[config.mk]
export PLATFORM = sky130hd
export DESIGN_NAME = pfx_ctrl
export DESIGN_NICKNAME = d
export VERILOG_FILES = /design/src/design/pfx_pkg.sv /design/src/design/pfx_ctrl.sv
export SDC_FILE = /design/constraint.sdc
export NUM_CORES = 1
export LEC_CHECK = 0
export ABC_AREA = 1
export BUFFER_PORTS_ARGS = -buffer_cell sky130_fd_sc_hd__buf_4
export CAP_MARGIN = 20
export CORE_AREA = 2 2 39 41
export CTS_CLUSTER_DIAMETER = 60
export DETAILED_ROUTE_END_ITERATION = 12
export DIE_AREA = 0 0 41 43
export REMOVE_ABC_BUFFERS = 1
export SYNTH_ARGS = -nofsm -noshare
export SYNTH_HDL_FRONTEND = slang
export SYNTH_SLANG_ARGS = --single-unit
[constraint.sdc]
create_clock -name clk -period 1 [get_ports clk]
set_input_delay 0 -clock clk [delete_from_list [all_inputs] [get_ports clk]]
set_output_delay 0 -clock clk [all_outputs]
set_load 0.1 [all_outputs]
[src/design/pfx_pkg.sv]
// Package for the prefix-code bit packer.
// Holds operation codes, shared widths and the controller/datapath command and status types.
// No dependencies.
package pfx_pkg;

  localparam int unsigned MAX_CODE_LEN_DEF = 32;
  localparam int unsigned CODE_WORD_BITS = 32;
  localparam int unsigned BYTE_W = 8;
  localparam int unsigned TBL_DEPTH = 256;
  localparam int unsigned SYM_W = 8;
  localparam int unsigned OP_W = 2;
  localparam int unsigned LEN_IN_W = 6;
  localparam int unsigned PEND_W = BYTE_W - 1;
  localparam int unsigned PCNT_W = 3;

  typedef enum logic [OP_W-1:0] {
    OP_LOAD   = 2'd0,
    OP_ENCODE = 2'd1,
    OP_FLUSH  = 2'd2,
    OP_NONE   = 2'd3
  } op_t;

  typedef struct packed {
    logic wr_en;
    logic rd_en;
    logic flush;
    logic merge;
    logic emit;
  } cmd_t;

  typedef struct packed {
    logic merge_emits;
    logic flush_emits;
    logic emit_last;
    logic slot_free;
  } status_t;

endpackage

[src/design/pfx_ctrl.sv]
// Controller state machine of the prefix-code bit packer.
// Sequences table loads, lookups, flushes and byte emission; depends on pfx_pkg.
module pfx_ctrl (
  input  logic                       clk,
  input  logic                       rst_n,
  input  logic                       in_valid,
  input  logic [pfx_pkg::OP_W-1:0]   in_op,
  output logic                       in_stall,
  input  pfx_pkg::status_t           sts,
  output pfx_pkg::cmd_t              cmd
);

  typedef enum logic [2:0] {
    ST_IDLE   = 3'b001,
    ST_LOOKUP = 3'b010,
    ST_EMIT   = 3'b100
  } state_t;

  state_t state_r, state_nxt;
  logic   acc;

  assign in_stall = (state_r != ST_IDLE);
  assign acc      = in_valid && (state_r == ST_IDLE);

  always_comb begin
    state_nxt = state_r;
    cmd       = '0;
    unique case (state_r)
      ST_IDLE: begin
        if (acc) begin
          case (pfx_pkg::op_t'(in_op))
            pfx_pkg::OP_LOAD: begin
              cmd.wr_en = 1'b1;
            end
            pfx_pkg::OP_ENCODE: begin
              cmd.rd_en = 1'b1;
              state_nxt = ST_LOOKUP;
            end
            pfx_pkg::OP_FLUSH: begin
              cmd.flush = 1'b1;
              if (sts.flush_emits) begin
                state_nxt = ST_EMIT;
              end
            end
            default: begin
            end
          endcase
        end
      end
      ST_LOOKUP: begin
        cmd.merge = 1'b1;
        state_nxt = sts.merge_emits ? ST_EMIT : ST_IDLE;
      end
      ST_EMIT: begin
        if (sts.slot_free) begin
          cmd.emit = 1'b1;
          if (sts.emit_last) begin
            state_nxt = ST_IDLE;
          end
        end
      end
      default: begin
        state_nxt = ST_IDLE;
      end
    endcase
  end

  always_ff @(posedge clk) begin
    if (!rst_n) begin
      state_r <= ST_IDLE;
    end else begin
      state_r <= state_nxt;
    end
  end

endmodule

==> results of run 1 <==
## logic make-up (layout without fill, tap and decap cells)
kind of cell / count (synthesis) / in the layout / synth area share (%)
buf+inv: 10 / 38 / 14.4
flops: 3 / 3 / 23.1
simple gates: 33 / 33 / 62.5
## per-stage QoR
stage / TNS [ps] / instance area (um2) / total power [mW]
after floorplan: -5630 / 260 / 0.745
after global routing: -1690 / 676 / 1.96
after detailed placement: -398 / 423 / 1.13
after CTS: -1290 / 621 / 1.77
after global placement: -362 / 423 / 1.13
final: -1260 / 676 / 1.85
## where the power goes
group / internal, mW / switching (mW)
sequential: 0.166 / 0.0410
clock: 0.150 / 0.0652
combinational: 0.596 / 0.831
total: 0.912 / 0.937
## synth_stat cells
library cell	instances
and3_1	1
clkinv_1	1
dfxtp_1	3
inv_1	7
inv_2	2
nand2_1	9
nand3_1	7
nand3_2	1
nand3b_1	1
nand4_1	2
nor2_1	7
nor2_2	3
nor3_1	1
nor3b_1	1
## critical path: stages (launching register included)
cell and delay [ps]:
dfxtp_2 310, inv_2 70, nand2_2 60, nor2_4 120, nand2_4 100, nor3_4 170, buf_12 200
## timing repair
action | in CTS | in global routing
buffers inserted | 6 | 0
gates resized for setup | 36 | 12
setup endpoints to repair | 8 | 8
hold buffers | 1 | 0
pin swaps | 6 | 4
hold endpoints to repair | 1 | 0
## cell type report
cell class              instances  share of cell area [%]
clock buffers                   4                    3.89
multi-input cells              33                    38.3
flip-flops and latches          3                    9.44
inverters                      10                    6.11
well taps                      16                    2.96
repair buffers                 24                    39.3
## cells in the final DEF (no fill, tap or decap)
master	count
buf_4	15
buf_12	6
inv_1	5
nand2_1	5
nor2_1	5
nand3_2	5
inv_2	3
nand2_2	3
nor2_4	3
clkbuf_4	3
dfxtp_2	3
nand3_4	2
nor2_2	2
nand4_1	2
buf_6	2
nand3b_1	1
inv_4	1
nand2_4	1
and3_4	1
nor3_4	1
nor3b_1	1
nand3_1	1
clkinv_2	1
clkbuf_1	1
dlygate4sd3_1	1
## routing by layer
layer  part of all wire (%)  GRT usage (%)  vias to the layer above
met3                    8.7           4.71                        0
met4                      0           2.00                        0
li1                       -              -                      201
met2                     57           20.9                       16
met5                      0              0                        -
met1                     34           13.1                      178
## worst paths after layout
path	end	depth (start not counted)	from	slack (ps)
max	cmd[4]	6	state_r[2]	-270
min	state_r[1]	3	in_valid	110
max reg2reg	state_r[2]	9	state_r[2]	-100
min reg2reg	state_r[1]	4	state_r[0]	670
==> summary.txt, run 1 <==
Worst setup path
  – Crit path DAT: 1270 ps
  – CP endpoint kind: output pin
  – CP Data Required Time: 1000 ps
  – Worst Path Class, Setup: flop to output pin
  – Startpoint type of the worst setup path: flop
  – Worst-path fanout max: 4

Final layout
  – Largest Register: state_r
  – Fin util: between 40% and 50%
  – Area Overhead vs Synth: 160%
  – Storage cell area: 63.8 um2
  – Top flop regs: state_r: 3 flops
  – ANT cells: 0
  – Area of the multi-input gates: approximately 260 um2
  – Final std cells w/o fill: 90
  – FILL cells: about 140
  – Layout cell share with drive strength beyond 1: between 70% and 80%
  – Nets@finish: 84
  – Max reg flops: 3

Floorplan
  – # rows: 14
  – Die Ht: between 40 and 50 um
  – Core Area: approximately 1400 um2
  – IO Pins: 15
  – Die area: 1760 um2
  – Die width: 41 um
  – Starting density of the core: between 10% and 20%

Place
  – PortBufs: 14
  – Routability Congestion: 0.779
  – Setup WS pre-CTS: -103 ps
  – Placed insts: 81
  – Post-DP HPWL: around 520 um

Logic synthesis
  – Yosys top cell area share: ~23%
  – Leading area contributor after synthesis: dfxtp_1
  – Synth top area cells: dfxtp_1 23%, nand3_1 13%, nand2_1 13%, inv_1 10%, nor2_1 10%
  – Post-synthesis sequential area ratio: between 20% and 30%
  – Post-Syn Area: 260 um2
  – Yosys warning total: 0
  – Synth Area per Inst: 5.66 um2
  – #FFs+latches synth: 3
  – Gate Count Post-Synth: 46
  – Synth unique cells: 14

Global routing
  – GRT Util Overall: 12.0%
  – Vias in the first global route: just over 400
  – First-pass GRT wire length: about 1500 um
  – Initial antenna violation count: 0
  – Largest net degree at the start of global routing: 7
  – Grt ovf: 0

Timing
  – Max frequency: between 700 and 800 MHz
  – Final Cycle Share: 127%
  – Worst relative slew slack: 84.2%
  – Final Max Slew Viols: 0
  – Worst-Margin Slew: between 200 and 250 ps
  – RSZ-0062 raised after global routing: true
  – Fin crit period: ~1300 ps
  – Hold slack: ~110 ps
  – Fin. Hold Viols: 0
  – Final setup viols: 8
  – Setup WS post-layout: -273 ps
  – Clk_skew: between 0.7 and 0.8 ps

Clock network
  – Max Buffers Root-to-Sink: 2
  – Worst-skew pair later-pin latency: about 230 ps
  – CTS clk-pin slew, worst paths: around 40 ps
  – H-tree depth: 1
  – CTS tree: yes
  – Clk sink count: 3
  – Inserted Clock Buffers: 3
  – Root Driver: clkbuf_4

Run status
  – Outcome: finished with violations
  – Violated checks: setup timing

Job
  – Max-cap viol count: 0

Route
  – Final wirelength: around 850 um
  – Drt drc: 0
  – Routed vias/inst: 4.39
  – Routed wire per std cell: roughly 9.5 um
  – Iter 0 DRT Violations: 0
  – DR vias: approximately 400
  – Drt pass-1 iters: 1
  – Post-route ant nets: 0

Hold path
  – Worst hold path class: primary input to flop

Power
  – P_leak: 0.322 nW
  – Peak VDD IR: roughly 1.2 mV
  – P per Cell Area: roughly 2700 nW/um2
Power figures use the tool's default switching activity.
==> run 2, diff against run 1 <==
CORE_AREA = 4 4 41 43   (was 2 2 39 41)
DIE_AREA = 0 0 45 47   (was 0 0 41 43)
==> run 2 against run 1 <==
Effect of this change:
- the flow still finishes with violations (setup timing)
- wire length grew 3.5%
- flip-flop and latch count is the same
- combinational power is essentially flat
- non-clock buffer count grew 1
- sequential power grew 4%
- global-route usage shrank 2.6 points
- largest power group unchanged
==> summary.txt, run 2 (synthesis gave the netlist of run 1 again) <==
Timing
  – Fin crit period: 1240 ps (-28.3 ps)
  – Fin. Hold Viols: 0 (unchanged)
  – Clk_skew: 2.34 ps (+1.61 ps)
  – Hold slack: 192 ps (+78.5 ps)
  – Setup WS post-layout: -244 ps (+28.3 ps)
  – Worst relative slew slack: 85.4% (+1.2 points)
  – Max frequency: 804 MHz (+2.3%)
  – Worst-Margin Slew: 218 ps (-17.9 ps)
  – RSZ-0062 raised after global routing: true
  – Final setup viols: 9 (+1)
  – Final Cycle Share: 124% (-2.8 points)
  – Final Max Slew Viols: 0 (unchanged)

Clock network
  – CTS clk-pin slew, worst paths: 40 ps (about the same)
  – Inserted Clock Buffers: 3 (unchanged)
  – Root Driver: clkbuf_4
  – Worst-skew pair later-pin latency: 230 ps (about the same)
  – Max Buffers Root-to-Sink: 2 (unchanged)
  – CTS tree: yes
  – Clk sink count: 3 (unchanged)
  – H-tree depth: 1 (unchanged)

Worst setup path
  – Worst Path Class, Setup: flop to output pin
  – CP Data Required Time: 1000 ps (about the same)
  – Worst-path fanout max: 4 (unchanged)
  – R2r worst-path depth: 10 (+1)
  – Reg2reg start: state_r[2]
  – Crit path DAT: 1240 ps (-30 ps)
  – Startpoint type of the worst setup path: flop
  – CP endpoint kind: output pin
  – Critical R2R Capture: state_r[2]
  – Reg2reg setup slack: -210 ps (-110 ps)

Final layout
  – Layout cell share with drive strength beyond 1: 64.0% (-6.3 points)
  – Most frequent cells in the layout: 16 x buf_4, 7 x nand2_1, 6 x inv_1, 6 x buf_12
  – ANT cells: 0 (unchanged)
  – Final instance area: 668 um2 (-1.1%)
  – Area Overhead vs Synth: 157%
  – Fin util: 51.3% (+2.5 points)
  – Largest Register: state_r
  – Nets@finish: 85 (+1.2%)
  – Commonest non-fill, non-tap cell in the layout: buf_4
  – Max reg flops: 3 (unchanged)
  – Top flop regs: state_r: 3 flops

Route
  – Final wirelength: 882 um (+3.5%)
  – Routed wire per std cell: 9.80 um (+3.5%)
  – DR vias: 389 (-1.5%)
  – Routed vias/inst: 4.32 (-1.5%)
  – Iter 0 DRT Violations: 3 (+3)
  – Drt drc: 0 (unchanged)
  – Drt pass-1 iters: 2 (+1)
  – Post-route ant nets: 0 (unchanged)

Floorplan
  – Core Area: 1300 um2 (-6.0%)
  – Die area: 2120 um2 (+20%)
  – Die Ht: 47 um (+9.3%)
  – # rows: 13 (-1)
  – Die width: 45 um (+9.8%)
  – Starting density of the core: 20.0% (+1.2 points)
  – IO Pins: 15 (unchanged)

Power
  – P per Cell Area: 2770 nW/um2 (+1.2%)
  – Peak VDD IR: 1.59 mV (+33%)
  – P_leak: 0.324 nW (+0.45%)

Global routing
  – Grt ovf: 0 (unchanged)
  – GRT Util Overall: 9.39% (-2.6 points)
  – Initial antenna violation count: 0 (unchanged)
  – First-pass GRT wire length: 1410 um (-4.7%)
  – Vias in the first global route: 369 (-9.3%)
  – Largest net degree at the start of global routing: 7 (unchanged)

Place
  – Area after DPL: 422 um2 (-0.30%)
  – Routability Congestion: 0.771 (-1.0%)
  – Post-DP HPWL: 573 um (+9.8%)
  – PortBufs: 14 (unchanged)
  – Setup WS pre-CTS: -158 ps (-55.5 ps)

Job
  – Max-cap viol count: 0 (unchanged)

Hold path
  – Hold Path Depth: 5 (+2)
  – Hold Path Sink: state_r[0]
  – Hold_sp: sts[2]
  – Worst hold path class: primary input to flop

Run status
  – Violated checks: setup timing
  – Outcome: finished with violations
-- run 2: cell type report --
type / count / area (um2)
Fill cell: 131 / 633
Timing Repair Buffer: 25 / 273
Multi-Input combinational cell: 33 / 244
Sequential cell: 3 / 68.8
Inverter: 10 / 37.5
Clock buffer: 4 / 26.3
Tap cell: 15 / 18.8
-- run 2: critical path, stage by stage, from the launching register on --
cell     delay (ps)
dfxtp_2         310
inv_2            60
nand2_2          60
nor2_4          110
nand2_4         100
nor3_4          160
buf_12          200
-- run 2: metrics by stage --
stage | total power [mW] | std cells | TNS, ps
CTS | 1.71 | 89 | -1520
global route | 1.98 | 90 | -2010
global placement | 1.15 | 80 | -297
floorplan | 0.745 | 46 | -5630
finish | 1.85 | 90 | -1510
detailed placement | 1.15 | 80 | -463
-- run 2: what timing repair did --
| action | CTS | global route |
|---|---|---|
| setup endpoints to repair | 9 | 9 |
| resized for setup | 30 | 15 |
| hold buffers | 1 | 0 |
| cloned | 0 | 0 |
| pin swaps | 3 | 4 |
| buffers inserted | 4 | 2 |
| hold endpoints to repair | 1 | 0 |
-- run 2: layer usage --
metal	up-vias	global-route usage (%)	wire length (um)	share of wire, %
li1	205	-	-	-
met1	169	10.7	345	39
met2	15	15.8	460	52
met3	0	6.13	76	8.6
met4	0	0	0	0
met5	-	0	0	0
-- run 2: worst max-delay path by stage --
stage	end	slack (ps)	depth (start not counted)	startpoint
after floorplan	cmd[4]	-1710	5	state_r[2]
after global placement	state_r[2]	-90	8	state_r[0]
after detailed placement	cmd[4]	-160	5	state_r[0]
after CTS	cmd[4]	-290	6	state_r[2]
after global routing	cmd[4]	-300	6	state_r[2]
final	cmd[4]	-240	6	state_r[2]
-- run 2: report_power, final --
group          leakage [nW]  internal, mW  switching, mW  total, mW
Clock                0.0150         0.149         0.0590      0.208
Sequential           0.0259         0.172         0.0439      0.216
Combinational         0.283         0.619          0.807       1.43
Total                 0.324         0.941          0.910       1.85
